**src/sv/tacf_pkg.sv**
```systemverilog
// Shared constants, types and codes of the touch affine calibration fit.
// Used by every module of the block; depends on nothing.
`timescale 1ns / 1ps

package tacf_pkg;

  localparam int COORD_BITS = 16;
  localparam int FRAC_BITS  = 16;
  // signed width of every intermediate of the solve
  localparam int WW  = 4 * COORD_BITS + 24;
  // width of the multiplier's second operand (signed)
  localparam int BW  = 2 * COORD_BITS + 12;
  localparam int MCW = $clog2(BW + 1);
  // unsigned width of the divider's remainder and shifted divisor
  localparam int DW  = WW + FRAC_BITS + 36;

  localparam int CFG_INDEX_BITS = 2;
  localparam int CFG_DATA_BITS  = 16;
  localparam logic [CFG_INDEX_BITS-1:0] CFG_WIDTH  = 2'd0;
  localparam logic [CFG_INDEX_BITS-1:0] CFG_HEIGHT = 2'd1;
  localparam logic [CFG_INDEX_BITS-1:0] CFG_BLOCKS = 2'd2;

  localparam logic [15:0] WIDTH_RESET  = 16'd1920;
  localparam logic [15:0] HEIGHT_RESET = 16'd1080;
  localparam logic [6:0]  BLOCKS_RESET = 7'd8;
  localparam logic [6:0]  BLOCKS_MIN   = 7'd3;
  localparam logic [6:0]  BLOCKS_MAX   = 7'd64;

  localparam logic [31:0] Q_MAX = 32'h7FFF_FFFF;
  localparam logic [31:0] Q_MIN = 32'h8000_0000;

  localparam int STEP_BITS = 6;
  localparam logic [STEP_BITS-1:0] STEP_CHK    = 6'd20;
  localparam logic [STEP_BITS-1:0] STEP_AXIS_X = 6'd22;
  localparam logic [STEP_BITS-1:0] STEP_AXIS_Y = 6'd34;
  localparam logic [STEP_BITS-1:0] STEP_END    = 6'd46;

  typedef logic [COORD_BITS-1:0] coord_t;
  typedef logic signed [WW-1:0]  wide_t;

  typedef struct packed {
    coord_t [3:0] px;
    coord_t [3:0] py;
    logic [15:0]  width;
    logic [15:0]  height;
    logic [6:0]   blocks;
  } job_t;

  typedef enum logic [1:0] {K_MAC, K_CHK, K_DIV, K_END} kind_t;

  typedef enum logic [4:0] {
    S_ZERO, S_PX0, S_PX1, S_PX2, S_PX3, S_PY0, S_PY1, S_PY2, S_PY3,
    S_FOUR, S_SX, S_SY, S_KXX, S_KYY, S_KXY, S_KDET, S_DEN,
    S_PA, S_PB, S_NS, S_T, S_N, S_M, S_SA, S_SB, S_SC
  } src_t;

  // one step of the solve: dst = c +/- a*b, or a divide of a into a slot
  typedef struct packed {
    kind_t      kind;
    src_t       a;
    src_t       b;
    src_t       c;
    logic       sub;
    src_t       dst;
    logic       dbl;
    logic [2:0] slot;
  } step_t;

  typedef enum logic [2:0] {BK_IDLE, BK_ISSUE, BK_MUL, BK_DIV, BK_DONE} bk_state_t;
  typedef enum logic [2:0] {DV_IDLE, DV_CHK, DV_RUN, DV_FIN, DV_DONE} dv_state_t;

endpackage

```
**src/sv/tacf_queue.sv**
```systemverilog
// Two-entry job queue between the front end and the solver.
// Depends on tacf_pkg.
`timescale 1ns / 1ps

module tacf_queue (
  input  logic           clk,
  input  logic           rst,
  input  logic           push,
  input  tacf_pkg::job_t job_in,
  output logic           full,
  input  logic           pop,
  output logic           valid,
  output tacf_pkg::job_t job_out
);

  tacf_pkg::job_t mem [2];
  logic           wp;
  logic           rp;
  logic [1:0]     cnt;

  assign full    = (cnt == 2'd2);
  assign valid   = (cnt != 2'd0);
  assign job_out = mem[rp];

  always_ff @(posedge clk) begin
    if (rst) begin
      wp  <= 1'b0;
      rp  <= 1'b0;
      cnt <= 2'd0;
    end else begin
      if (push) wp <= ~wp;
      if (pop)  rp <= ~rp;
      if (push && !pop)      cnt <= cnt + 2'd1;
      else if (pop && !push) cnt <= cnt - 2'd1;
    end
  end

  always_ff @(posedge clk) begin
    if (push) mem[wp] <= job_in;
  end

endmodule

```
**config.mk**
```make
export PLATFORM = sky130hd
export DESIGN_NAME = tacf_queue
export DESIGN_NICKNAME = d
export VERILOG_FILES = /design/src/sv/tacf_pkg.sv /design/src/sv/tacf_queue.sv
export SDC_FILE = /design/constraint.sdc
export NUM_CORES = 1
export LEC_CHECK = 0
export BUFFER_PORTS_ARGS = -buffer_cell sky130_fd_sc_hd__buf_2
export CAP_MARGIN = 20
export CORE_AREA = 4 4 157 159
export CTS_BUF_LIST = sky130_fd_sc_hd__clkbuf_16
export DETAILED_ROUTE_END_ITERATION = 10
export DIE_AREA = 0 0 161 163
export PLACE_DENSITY = 0.86
export RECOVER_POWER = 50
export SLEW_MARGIN = 20
export SYNTH_ARGS = -nofsm -noshare
export SYNTH_HDL_FRONTEND = slang
export SYNTH_SLANG_ARGS = --single-unit
```
**constraint.sdc**
```tcl
create_clock -name clk -period 18.2 [get_ports clk]
set_input_delay 0 -clock clk [delete_from_list [all_inputs] [get_ports clk]]
set_output_delay 0 -clock clk [all_outputs]
set_load 0.05 [all_outputs]
```
# Word level (Yosys, flattened, before mapping)

Memories as Yosys holds them, arrays and structs flattened. A register that Yosys moved wholly into a read port is not among the register bits.
Cells that the tools add are included.

Add/subtract/negate cells: 2
Eq/ne operators: 1
Bitwise operators: 2
Muxes and demuxes: 6
Reduce and logical (&&, ||, !) cells: 6

Operator list:

| operator              | count |
|---|---|
| $mux W1               | 4 |
| $mux W2               | 2 |
| $reduce_bool A2 Y1    | 2 |
| $add A2 B1 Y2 const B | 1 |
| $eq A2 B2 Y1 const B  | 1 |
| $logic_and A1 B1 Y1   | 2 |
| $logic_not A1 Y1      | 2 |
| $not A1 Y1            | 2 |
| $sub A2 B1 Y2 const B | 1 |

Logic and storage cells: 21
Output and inout bits: 169
Bits of input ports: 171
Memories: 1
RAM bits: 334
Bits in registers: 4

Memory list:

| name | depth | bits a word | read ports | clocked after Yosys merged registers in | write ports | line             | RTL |
|---|---|---|---|---|---|---|---|
| mem  | 2     | 167         | 1          | 1                                       | 1           | tacf_queue.sv:16 | `tacf_pkg::job_t mem [2];` |

# Logic depth before layout (Yosys ltp)

Word-level depth: 4
Gate-level depth with buffers: 5
Gate-level depth less buffers: 5

# Worst setup path before layout

OpenSTA, ideal clock, no wires.

Path kind: flip-flop to flip-flop
From: reg wp
To: mem mem[0][0] (netlist bit) (enable)
Path buffers: 0
Period minus slack after synthesis: 8,414 ps
Path slack: 9,786 ps
Required time: 17,484 ps
Data arrival time: 7,698 ps
Library setup time: 716 ps
Cell stages (with the launch flop): 2
Cell sequence: dfxtp_1 > nor2b_1

RTL lines:

| element                | line             | RTL |
|---|---|---|
| from (decl)            | tacf_queue.sv:17 | `logic wp;` |
| from (signal assigned) | tacf_queue.sv:31 | `if (push) wp <= ~wp;` |
| to (decl)              | tacf_queue.sv:16 |  |

Straight into the memory's write port.

# Final worst setup path

From: reg wp
To: mem mem[1][79] (netlist bit) (enable)

Straight into the memory's write port.

==> flow_summary.ini <==
[outcome]
status = finished with violations
violations = max-capacitance violations, max-slew violations

[die]
start_util = 0.5503
die_area_mm2 = 0.02624
io_pins = 340
fp.dieH_um = 163
core_area_mm2 = 0.02326
fp-row-count = 56
dieWidth_um = 161

[cts]
cts_resized = 0
cts_buffer_depth = 3
cts_sinks = 339
cts_root_buf = clkbuf_16
clk_pin_slew_ps = 60
cts_buffers = 35
cts_tree = done
htreeDepth = 2
insertion_delay_ps = 490

[critical_path]
crit_required_ps = 18310
path_class = reg -> reg
cp.arrival_ps = 6250
crit_path_max_fanout = 73
startpoint_type = register
end_kind = register

[sta]
clock_skew_ps = 11.33
fin_ws_ps = 12060
period_share = 0.3373
rsz0062_at_grt = no
finalHoldViolCount = 0
setup_tns_ps = 0
max_slew_margin = -1.722
fmax_ghz = 0.1629
tightest_slew_ps = 4083
drv_slew = 163
whs_ps = 222.8
min_period_ps = 6139
setup_viol = 0

[global_routing]
grt_pass1_vias = 8001
grt_first_pass_wirelength_um = 44550
antenna_found_initial = 3
grt_remaining_overflow = 0
grt_max_degree = 75
grt_util_all_layers = 0.2203

[logic_synthesis]
synth-edff-count = 334
synthArstFlopShare = 0
synth_cell_types = 17
synth_area_leaders = edfxtp_1, mux2_4, mux2_2
synthCells = 542
netlist_area_mm2 = 0.01280
ys_seq_area_frac = 0.7913
syn_nets = 714
synth_flop_cell = edfxtp_1
yosys.area.top_type = edfxtp_1
yosysWarnings = 0
yosys.cell_count.top_type = edfxtp_1
synthTopCellsByCount = edfxtp_1, mux2_4, mux2_2, buf_6, dfxtp_1
syn_area_per_cell_um2 = 23.62
ys_ff_latch = 339
yosys.area.top_type_share = 0.7835

[power]
p_seq_frac = 0.479
intPower_mw = 1.418
ir_worst_vdd_mv = 0.1011
p_leak_nw = 6.571
p_clk_frac = 0.334
power.density_mw_per_mm2 = 112.5
switching_share = 0.2723
p_total_mw = 1.949
netSwitchingPower_mw = 0.5307
pwr-share-comb = 0.187

[routing]
dr.pass1.iters = 5
ant_nets = 0
wl_per_cell_um = 20.67
vias_per_cell = 5.015
num_vias = 7131
routed_wl_um = 29390
drt_iter0_markers = 396
post-route-drc-count = 0

[final_layout]
final_design_area_no_fill_mm2 = 0.01733
nNetsFinal = 1249
area_growth_syn_to_layout_pct = 35.37
drive_above_1_share = 0.3736

[placed_design]
pre_cts_slack_ps = 15010
place.gp.congestion = 0.7435
port-buffer-count = 339
placed_area_mm2 = 0.01476
dpl.hpwl_um = 16830

[job]
maxCapViolCount = 4

[worst_hold_path]
holdCritPathClass = in -> reg
[area by class of cell]
class	instances	area (µm²)
fill	1405	5933
sequential	339	10130
clock buffer	37	925.9
clock inverter	23	121.4
timing repair buffer	517	3284
tap	319	399.1
antenna	3	7.507
multi-input combinational	183	2457
inverter	1	3.754
[worst max-delay path, cell delays in order (launching register included)]
cell	delay, ps
dfxtp_1	400
and2_0	1160
clkbuf_1	2940
buf_4	1100
[through the flow]
| stage | utilization | std cells |
|---|---|---|
| floorplan | - | 542 |
| global placement | 0.6345 | 1187 |
| detailed placement | 0.6345 | 1187 |
| CTS | 0.7536 | 1419 |
| global route | 0.7449 | 1422 |
| finish | 0.7449 | 1422 |
[power by group through the flow]
stage	clock network [mW]	registers (mW)	logic, mW
3_3_place_gp	0	0.944	0.330
2_1_floorplan	0	0.947	0.265
5_1_grt	0.701	0.937	0.379
3_5_place_dp	0	0.948	0.334
6_report	0.651	0.933	0.365
4_1_cts	0.660	0.932	0.365
[timing repair]
item                                    CTS  global route
buffers inserted                          0             0
endpoints found under the setup margin    0             0
hold buffers                            172             0
hold endpoints to repair                339             0
[per-layer routing]
metal	part of all wire	GRT usage
met5	0	0
met4	0.034	0.08298
met3	0.072	0.05923
met2	0.54	0.4029
met1	0.35	0.2476
[kinds of logic after synthesis]
logic type	after synthesis	synth area share
xor gates and xnor gates	4	0.002737
buffers and inverters	20	0.01554
and+or+nand+nor	9	0.003617
AOI/OAI and AO/OA	2	0.0007812
DFF	339	0.7913
adders and majority gates	1	0.0009773
muxes	167	0.1850
[worst paths after layout]
path | startpoint | depth (start not counted) | slack, ps | end
setup / recovery | wp$_SDFFE_PP0P_ | 3 | 12060 | mem[1][79]$_DFFE_PP_
hold / removal | job_in[17] | 2 | 220 | mem[0][17]$_DFFE_PP_
setup reg to reg | wp$_SDFFE_PP0P_ | 3 | 12060 | mem[1][79]$_DFFE_PP_
hold reg to reg | cnt[1]$_SDFFE_PP0P_ | 2 | 550 | cnt[1]$_SDFFE_PP0P_
[cell usage in the layout (no fill, tap or decap), types with 2 or more instances in the layout]
master / count
inv_1: 11
nor2b_1: 2
dlygate4sd3_1: 172
xor2_1: 2
mux2_2: 37
clkbuf_16: 37
clkbuf_1: 140
mux2_4: 126
buf_2: 196
xnor2_1: 2
edfxtp_1: 334
dfxtp_1: 5
clkbuf_2: 3
mux2_1: 4
clkinv_2: 4
diode_2: 3
clkinv_1: 7
buf_4: 5
nor2_1: 4
[sequential cells by signal (all words and copies together), names as in the netlist, named ones only]
name and count:
cnt 2, mem 334, rp 1, wp 1
Power figures use the tool's default switching activity.
