[config.mk]
export PLATFORM = sky130hd
export DESIGN_NAME = tacf_front
export DESIGN_NICKNAME = d
export VERILOG_FILES = /design/src/sv/tacf_pkg.sv /design/src/sv/tacf_front.sv
export SDC_FILE = /design/constraint.sdc
export NUM_CORES = 1
export LEC_CHECK = 0
export BUFFER_PORTS_ARGS = -buffer_cell sky130_fd_sc_hd__buf_2
export CORE_ASPECT_RATIO = 1.25
export CORE_MARGIN = 4
export CORE_UTILIZATION = 49
export DETAILED_ROUTE_END_ITERATION = 10
export PLACE_DENSITY = 0.84
export SLEW_MARGIN = 20
export SYNTH_ARGS = -nofsm -noshare
export SYNTH_HDL_FRONTEND = slang
export SYNTH_SLANG_ARGS = --single-unit
[constraint.sdc]
create_clock -name clk -period 3.5 [get_ports clk]
set_input_delay 0.35 -clock clk [delete_from_list [all_inputs] [get_ports clk]]
set_output_delay 0.35 -clock clk [all_outputs]
set_load 0.1 [all_outputs]
[src/sv/tacf_pkg.sv]
// Shared constants, types and codes of the touch affine calibration fit.
// Used by every module of the block; depends on nothing.
`timescale 1ns / 1ps

package tacf_pkg;

  localparam int COORD_BITS = 16;
  localparam int FRAC_BITS  = 16;
  // signed width of every intermediate of the solve
  localparam int WW  = 4 * COORD_BITS + 24;
  // width of the multiplier's second operand (signed)
  localparam int BW  = 2 * COORD_BITS + 12;
  localparam int MCW = $clog2(BW + 1);
  // unsigned width of the divider's remainder and shifted divisor
  localparam int DW  = WW + FRAC_BITS + 36;

  localparam int CFG_INDEX_BITS = 2;
  localparam int CFG_DATA_BITS  = 16;
  localparam logic [CFG_INDEX_BITS-1:0] CFG_WIDTH  = 2'd0;
  localparam logic [CFG_INDEX_BITS-1:0] CFG_HEIGHT = 2'd1;
  localparam logic [CFG_INDEX_BITS-1:0] CFG_BLOCKS = 2'd2;

  localparam logic [15:0] WIDTH_RESET  = 16'd1920;
  localparam logic [15:0] HEIGHT_RESET = 16'd1080;
  localparam logic [6:0]  BLOCKS_RESET = 7'd8;
  localparam logic [6:0]  BLOCKS_MIN   = 7'd3;
  localparam logic [6:0]  BLOCKS_MAX   = 7'd64;

  localparam logic [31:0] Q_MAX = 32'h7FFF_FFFF;
  localparam logic [31:0] Q_MIN = 32'h8000_0000;

  localparam int STEP_BITS = 6;
  localparam logic [STEP_BITS-1:0] STEP_CHK    = 6'd20;
  localparam logic [STEP_BITS-1:0] STEP_AXIS_X = 6'd22;
  localparam logic [STEP_BITS-1:0] STEP_AXIS_Y = 6'd34;
  localparam logic [STEP_BITS-1:0] STEP_END    = 6'd46;

  typedef logic [COORD_BITS-1:0] coord_t;
  typedef logic signed [WW-1:0]  wide_t;

  typedef struct packed {
    coord_t [3:0] px;
    coord_t [3:0] py;
    logic [15:0]  width;
    logic [15:0]  height;
    logic [6:0]   blocks;
  } job_t;

  typedef enum logic [1:0] {K_MAC, K_CHK, K_DIV, K_END} kind_t;

  typedef enum logic [4:0] {
    S_ZERO, S_PX0, S_PX1, S_PX2, S_PX3, S_PY0, S_PY1, S_PY2, S_PY3,
    S_FOUR, S_SX, S_SY, S_KXX, S_KYY, S_KXY, S_KDET, S_DEN,
    S_PA, S_PB, S_NS, S_T, S_N, S_M, S_SA, S_SB, S_SC
  } src_t;

  // one step of the solve: dst = c +/- a*b, or a divide of a into a slot
  typedef struct packed {
    kind_t      kind;
    src_t       a;
    src_t       b;
    src_t       c;
    logic       sub;
    src_t       dst;
    logic       dbl;
    logic [2:0] slot;
  } step_t;

  typedef enum logic [2:0] {BK_IDLE, BK_ISSUE, BK_MUL, BK_DIV, BK_DONE} bk_state_t;
  typedef enum logic [2:0] {DV_IDLE, DV_CHK, DV_RUN, DV_FIN, DV_DONE} dv_state_t;

endpackage

[src/sv/tacf_front.sv]
// Front end: configuration registers, point collection, job hand-off.
// Depends on tacf_pkg.
`timescale 1ns / 1ps

module tacf_front (
  input  logic                                  clk,
  input  logic                                  rst,
  input  logic                                  cfg_wr,
  input  logic [tacf_pkg::CFG_INDEX_BITS-1:0]   cfg_index,
  input  logic [tacf_pkg::CFG_DATA_BITS-1:0]    cfg_data,
  input  logic                                  push,
  output logic                                  full,
  input  logic [15:0]                           raw_x,
  input  logic [15:0]                           raw_y,
  output logic                                  job_push,
  output tacf_pkg::job_t                        job,
  input  logic                                  job_full
);

  logic [15:0]      width;
  logic [15:0]      height;
  logic [6:0]       blocks;
  logic [1:0]       count;
  tacf_pkg::coord_t store_x [3];
  tacf_pkg::coord_t store_y [3];
  tacf_pkg::coord_t cx;
  tacf_pkg::coord_t cy;
  logic             accept;

  assign cx       = tacf_pkg::coord_t'(raw_x);
  assign cy       = tacf_pkg::coord_t'(raw_y);
  assign full     = job_full;
  assign accept   = push && !job_full;
  assign job_push = accept && (count == 2'd3);

  always_ff @(posedge clk) begin
    if (rst) begin
      width  <= tacf_pkg::WIDTH_RESET;
      height <= tacf_pkg::HEIGHT_RESET;
      blocks <= tacf_pkg::BLOCKS_RESET;
      count  <= 2'd0;
    end else begin
      if (cfg_wr) begin
        case (cfg_index)
          tacf_pkg::CFG_WIDTH:  width  <= cfg_data;
          tacf_pkg::CFG_HEIGHT: height <= cfg_data;
          tacf_pkg::CFG_BLOCKS: blocks <= cfg_data[6:0];
          default: ;
        endcase
      end
      if (accept) count <= count + 2'd1;
    end
  end

  always_ff @(posedge clk) begin
    if (accept && count != 2'd3) begin
      store_x[count] <= cx;
      store_y[count] <= cy;
    end
  end

  always_comb begin
    job.px     = {cx, store_x[2], store_x[1], store_x[0]};
    job.py     = {cy, store_y[2], store_y[1], store_y[0]};
    job.width  = width;
    job.height = height;
    job.blocks = blocks;
  end

endmodule

# Word level (Yosys, flattened, before mapping)
# Memories as Yosys holds them, arrays and structs flattened.
# Cells that the tools add are included.
[totals] regBits=41 latchBits=0 ramBits=96 mem_bits_ro=0 in_bits=55 output_inout_bits=169 wordCells=21 mem_count=2
[classes] add_sub_neg=1 multipliers=0 div=0 n_lt_le_gt_ge=0 eq_ne=4 shift=0 mux=2 bitwise_logic=0 n_reduce_logical=8
[memory_table] memory="store_x" depth=3 word_bits=16 read_ports=3 rd_clocked_by_memory_dff=0 write_ports=1 line="tacf_front.sv:24" source="tacf_pkg::coord_t store_x [3];"
[memory_table] memory="store_y" depth=3 word_bits=16 read_ports=3 rd_clocked_by_memory_dff=0 write_ports=1 line="tacf_front.sv:25" source="tacf_pkg::coord_t store_y [3];"
[ops] cell="$reduce_and A2 Y1" n=3
[ops] cell="$eq A2 B2 Y1 const B" n=2
[ops] cell="$logic_and A1 B1 Y1" n=3
[ops] cell="$add A2 B1 Y2 const B" n=1
[ops] cell="$eq A2 B1 Y1 const B" n=1
[ops] cell="$logic_not A2 Y1" n=1
[ops] cell="$mux W1" n=2
[ops] cell="$ne A2 B2 Y1 const B" n=1
[ops] cell="$logic_not A1 Y1" n=1

# Depth between registers and ports, before layout
# Gate-level depths: netlist of the first run.
[depth] ltp_word=5 ltp_mapped=5 ltp_nobuf=4

# Least setup slack after synthesis of the first run
# No wires, ideal clock.
[synth_path] path_kind="input to register" startpoint="input port push" endpoint="memory store_x[0][0] (netlist bit), enable pin" arrival_time_ns=1.610 t_required_ns=3.108 slack_ns=1.498 stages=3 cell_sequence="nor2b_1 > nor2b_1 > and2_1"
[synth_between] elab_chain_len=4
[synth_lines] element="from (decl)" line="tacf_front.sv:11" source="input logic push,"
[synth_lines] element="$logic_and A1 B1 Y1" line="tacf_front.sv:33" source="assign accept = push && !job_full;"
[synth_lines] element="$logic_and A1 B1 Y1" line="tacf_front.sv:56" source="if (accept && count != 2'd3) begin"
[synth_lines] element="$mux W1" line="tacf_front.sv:56"
[synth_lines] element="$mux W1 (not written as such)" line="tacf_front.sv:57" source="store_x[count] <= cx;"
[synth_lines] element="to (decl)" line="tacf_front.sv:24"
# Every way passes these cells.

# Worst setup path after layout of the first run
[layout_path] startpoint="register count[0]" endpoint="output port job_push"
[layout_between] elab_chain_len=2
[layout_lines] element="from (decl)" line="tacf_front.sv:23" source="logic [1:0] count;"
[layout_lines] element="from (signal assigned)" line="tacf_front.sv:51" source="if (accept) count <= count + 2'd1;"
[layout_lines] element="$eq A2 B2 Y1" line="tacf_front.sv:34" source="assign job_push = accept && (count == 2'd3);"
[layout_lines] element="$logic_and A1 B1 Y1" line="tacf_front.sv:34"
[layout_lines] element="to (decl)" line="tacf_front.sv:15" source="output logic job_push,"
# Every way passes these cells.

==> results of run 1 <==
## report_power, final
| part | total (mW) | internal [mW] | switching (mW) | leakage (nW) |
|---|---|---|---|---|
| Clock | 1.76 | 1.13 | 0.634 | 0.290 |
| Combinational | 0.626 | 0.0789 | 0.547 | 1.12 |
| Sequential | 1.80 | 1.78 | 0.0167 | 1.21 |
## routing by layer
metal	global-route usage, %	up-vias	part of all wire [%]
met1	20.6	1461	36
met5	0	-	0.38
li1	-	1492	-
met4	6.76	6	1.7
met2	32.2	197	49
met3	8.50	22	13
## critical path, cell delays in order (launching register included)
cell	delay, ps
dfxtp_1	400
ha_1	190
and2_1	120
buf_2	420
## cells in the mapped netlist, drive strengths merged
cell and instances:
edfxtp 96, nor2 9, xnor2 1, and3b 2
inv 2, or3b 1, mux2i 1, nand3b 2
buf 41, nor2b 2, and2 4, dfxtp 41
a21oi 34, ha 4, nor3 14, nor3b 1
nand2 60, clkbuf 4
## logic make-up (layout without fill, tap and decap cells)
kind of cell               Yosys count  in the layout
muxes                                1              1
buffers and inverters               47            260
and+or+nand+nor                     95             95
xor gates and xnor gates             1              1
AOI/OAI and AO/OA                   34             34
DFF                                137            137
adders and majority gates            4              4
other                                0              1
## layout make-up
type / instances / area share (%)
Clock buffer: 18 / 6.82
Sequential cell: 137 / 58.9
Tap cell: 123 / 2.45
Multi-Input combinational cell: 135 / 10.9
Antenna cell: 1 / 0.0398
Clock inverter: 14 / 2.76
Inverter: 2 / 0.119
Timing Repair Buffer: 226 / 18.1
## registers in the layout, summed over array words and instances (netlist names)
| name | cells |
|---|---|
| width | 16 |
| blocks | 7 |
| height | 16 |
| store_x | 48 |
| store_y | 48 |
| count | 2 |
## final timing paths
| path | from | endpoint | cells after the start |
|---|---|---|---|
| setup / recovery | count[0] | job_push | 3 |
| hold / removal | raw_y[7] | store_y[1][7] | 1 |
| setup reg to reg | count[0] | store_y[0][0] | 4 |
| hold reg to reg | height[6] | height[6] | 2 |
==> flow_metrics.env, run 1 <==
export IMPL_drt_iter0_drc=112
export IMPL_run_status="finished, final reports clean"
export IMPL_antenna_found_initial=4
export IMPL_dp_slack_ps=1640
export IMPL_die_area_sq_um=11300
export IMPL_dieHeight_um=118
export IMPL_rows=39
export IMPL_synth_fa_ha_area_share_pct=1.06
export IMPL_grt_setup_unrepaired="no"
export IMPL_drive_gt1_share_pct=49.2
export IMPL_place_area_sq_um=5690
export IMPL_nets=578
export IMPL_clock_sinks=137
export IMPL_yosys_mux_area_fraction_pct=0.212
export IMPL_period_minus_slack_ps=1870
export IMPL_post_cts_resize_count=0
export IMPL_postLayoutCoreUtil_pct=67.9
export IMPL_startpoint_type="flip-flop"
export IMPL_dieWidth_um=95.8
export IMPL_grt_ovfl_total=0
export IMPL_grt_use_total_pct=19.0
export IMPL_synth_top_family_by_area="simple AND/OR/NAND/NOR gates"
export IMPL_seq_area_sq_um=3700
export IMPL_clk_latency_ps=400
export IMPL_synth_xor_area_share_pct=0.186
export IMPL_rrSetupSlack_ps=1890
export IMPL_worst_hold_slack_ps=170
export IMPL_core_area_sq_um=9270
export IMPL_clockBufferDepth=2
export IMPL_initial_core_util_pct=50.9
export IMPL_hold_path_class="in2reg"
export IMPL_grt_max_degree=49
export IMPL_instances_no_fill=656
export IMPL_p_leak_nw=2.62
export IMPL_power_density_nw_per_um2=665
export IMPL_critPathRequiredTime_ps=3150
export IMPL_grt_pass1_wl_um=15900
export IMPL_maxSlewViolCount=0
export IMPL_netlist_instances=319
export IMPL_dpl_hpwl_um=8060
export IMPL_fin_area_sq_um=6290
export IMPL_areaGrowthSynthToFinish_pct=33.3
export IMPL_postCtsSetupBuffers=0
export IMPL_post_route_period_util_pct=53.3
export IMPL_clkTransAtPathRegs_ps=60
export IMPL_fillers=689
export IMPL_pin_count=224
export IMPL_synth_area_leaders="edfxtp_1, dfxtp_1, buf_4, nand2_1, a21oi_1"
export IMPL_power_mw=4.19
export IMPL_root_buffer="clkbuf_16"
export IMPL_setup_tns_ps=0
export IMPL_worst_setup_path_end_kind="primary output"
export IMPL_yosysSeqAreaShare_pct=78.5
export IMPL_yosys_area_top_type="edfxtp_1"
export IMPL_place_congestion=0.791
export IMPL_dpl_cell_count=623
export IMPL_fin_ws_ps=1630
export IMPL_viasPerCell=4.84
export IMPL_routed_wl_um=10700
export IMPL_layout_commonest_cell="buf_2"
export IMPL_clock_skew_ps=6.43
export IMPL_maxCapViolations=0
export IMPL_final_cell_mix="buf_2, edfxtp_1, nand2_1"
export IMPL_synth_compound_area_share_pct=3.61
export IMPL_syn_area_sq_um=4720
export IMPL_slew_headroom_pct=44.4
export IMPL_firstDrtPassIters=4
export IMPL_fmax_mhz=536
export IMPL_ir_worst_vdd_mv=0.382
export IMPL_critPathKind="reg2out"
export IMPL_syn_nets=378
export IMPL_dr_total_vias=3178
export IMPL_htreeDepth=4
export IMPL_synth_top_area_share_pct=61.1
export IMPL_multi_input_area_sq_um=683
export IMPL_wl_per_cell_um=16.3
export IMPL_grt_pass1_vias=3126
export IMPL_hold_viol_final=0
export IMPL_yosys_warnings=0
export IMPL_syn_avg_cell_area_sq_um=14.8
export IMPL_worst_pin_slew_ps=834
export IMPL_numCtsBuffers=17
export IMPL_ys_ff_latch=137
export IMPL_route_detailed_drc=0
export IMPL_ant_nets=0
export IMPL_yosys_area_share_simple_pct=9.41
export IMPL_cp_arrival_ps=1520
export IMPL_cp_max_fo=4
export IMPL_synth_cell_type_count=21
export IMPL_hold_buffers=0
export IMPL_cts_tree="yes"
export IMPL_port_buffers=223
export IMPL_setup_violations=0
No activity file was read; power rests on OpenSTA's default activity.
==> inputs of run 2 (changes only) <==
--- a/config.mk
+++ b/config.mk
@@ -8,9 +8,9 @@
 export BUFFER_PORTS_ARGS = -buffer_cell sky130_fd_sc_hd__buf_2
 export CORE_ASPECT_RATIO = 1.25
 export CORE_MARGIN = 4
-export CORE_UTILIZATION = 49
+export CORE_UTILIZATION = 41
 export DETAILED_ROUTE_END_ITERATION = 10
-export PLACE_DENSITY = 0.84
+export PLACE_DENSITY = 0.75
 export SLEW_MARGIN = 20
 export SYNTH_ARGS = -nofsm -noshare
 export SYNTH_HDL_FRONTEND = slang
==> constraint.sdc (replaced) <==
create_clock -name clk -period 1.7 [get_ports clk]
set_input_delay 0.17 -clock clk [delete_from_list [all_inputs] [get_ports clk]]
set_output_delay 0.17 -clock clk [all_outputs]
set_load 0.1 [all_outputs]
==> flow_metrics.env, run 2 (synthesis results as in run 1) <==
export IMPL_dpl_cell_count=641
export IMPL_period_minus_slack_ps=1570
export IMPL_startpoint_type="flip-flop"
export IMPL_fin_ws_ps=127
export IMPL_fmax_mhz=636
export IMPL_port_buffers=223
export IMPL_hold_viol_final=0
export IMPL_largestRegisters="store_x x48, store_y x48"
export IMPL_power_density_nw_per_um2=1330
export IMPL_critPathRequiredTime_ps=1530
export IMPL_clockBufferDepth=2
export IMPL_setup_tns_ps=0
export IMPL_grt_pass1_vias=3333
export IMPL_worst_setup_path_end_kind="primary output"
export IMPL_final_cell_mix="buf_2, edfxtp_1, nand2_1"
export IMPL_place_congestion=0.778
export IMPL_cpMaxStageDelayCell="dfxtp_1"
export IMPL_root_buffer="clkbuf_16"
export IMPL_maxCapViolations=0
export IMPL_clock_skew_ps=6.39
export IMPL_p_leak_nw=2.77
export IMPL_maxSlewViolCount=0
export IMPL_nets=609
export IMPL_hold_path_class="in2reg"
export IMPL_route_detailed_drc=0
export IMPL_postLayoutCoreUtil_pct=59.5
export IMPL_cp_max_fo=4
export IMPL_antenna_found_initial=3
export IMPL_ant_nets=0
export IMPL_grt_ovfl_total=0
export IMPL_post_route_period_util_pct=92.5
export IMPL_cp_arrival_ps=1400
export IMPL_firstDrtPassIters=4
export IMPL_grt_max_degree=36
export IMPL_ir_worst_vdd_mv=0.693
export IMPL_dpl_hpwl_um=8550
export IMPL_dieHeight_um=128
export IMPL_wl_per_cell_um=16.9
export IMPL_slew_headroom_pct=56.5
export IMPL_core_area_sq_um=11200
export IMPL_htreeDepth=4
export IMPL_worst_pin_slew_ps=652
export IMPL_cp_top_family="flip-flops"
export IMPL_clk_latency_ps=400
export IMPL_rows=43
export IMPL_clkTransAtPathRegs_ps=60
export IMPL_run_status="finished, final reports clean"
export IMPL_critPathKind="reg2out"
export IMPL_worst_hold_slack_ps=17.7
export IMPL_grt_use_total_pct=17.5
export IMPL_cp_num_buf_inv=1
export IMPL_initial_core_util_pct=42.2
export IMPL_power_mw=8.87
export IMPL_pin_count=224
export IMPL_cts_tree="yes"
export IMPL_dieWidth_um=104
export IMPL_layout_commonest_cell="buf_2"
export IMPL_dp_slack_ps=164
export IMPL_routed_wl_um=11800
export IMPL_worstPathCellList="ha_1 > and2_1 > buf_4"
export IMPL_drive_gt1_share_pct=48.3
export IMPL_numCtsBuffers=17
export IMPL_grt_setup_unrepaired="no"
export IMPL_grt_pass1_wl_um=18200
export IMPL_postCtsSetupBuffers=0
export IMPL_dr_total_vias=3345
export IMPL_fin_area_sq_um=6660
export IMPL_areaGrowthSynthToFinish_pct=41.1
export IMPL_drt_iter0_drc=100
export IMPL_setup_violations=0
export IMPL_die_area_sq_um=13300
export IMPL_place_area_sq_um=5790
export IMPL_instances_no_fill=699
export IMPL_cp_slowest_stage_delay_ps=390
export IMPL_viasPerCell=4.79
export IMPL_clock_sinks=137
## run 2: cell count changes in the layout (fill, tap and decap cells not counted), sizes merged
cell         previous run  this run
dlygate4sd3             0        25
buf                   226       232
inv                     4         8
clkinv                  7         3
## run 2: path summary, 6_finish.rpt
| kind | startpoint | to | slack, ps | cells past startpoint |
|---|---|---|---|---|
| setup reg to reg | count[0] | store_y[2][1] | 180 | 4 |
| hold / removal | raw_y[8] | store_y[1][8] | 20 | 1 |
| hold reg to reg | height[2] | height[2] | 450 | 2 |
| setup / recovery | count[0] | job_push | 130 | 3 |
## run 2: area by class of cell
| type | instances | area (sq um) |
|---|---|---|
| Tap cell | 135 | 169 |
| Sequential cell | 137 | 3700 |
| Clock buffer | 18 | 429 |
| Timing Repair Buffer | 257 | 1470 |
| Clock inverter | 14 | 189 |
| Fill cell | 883 | 4530 |
| Inverter | 2 | 7.51 |
| Antenna cell | 1 | 2.50 |
| Multi-Input combinational cell | 135 | 687 |
## run 2: layer usage
layer  up-vias  routed length (um)  share of wire [%]  track usage (%)
met2       187                5660                 48             29.4
met3        12                1310                 11             7.71
li1       1551                   -                  -                -
met4         4                  93               0.79             4.23
met1      1591                4720                 40             20.9
met5         -                  27               0.23                0
## run 2: report_power, final
part / switching [mW] / internal, mW / leakage (nW)
logic: 1.15 / 0.214 / 1.26
registers: 0.0348 / 3.67 / 1.21
clock network: 1.44 / 2.35 / 0.296
total: 2.62 / 6.24 / 2.77
## run 2: repair_timing
| action | 4_1_cts | 5_1_grt |
|---|---|---|
| hold buffers | 25 | 0 |
| endpoints found under the hold margin | 69 | 0 |
| resized for setup | 1 | 0 |
| endpoints found under the setup margin | 1 | 0 |
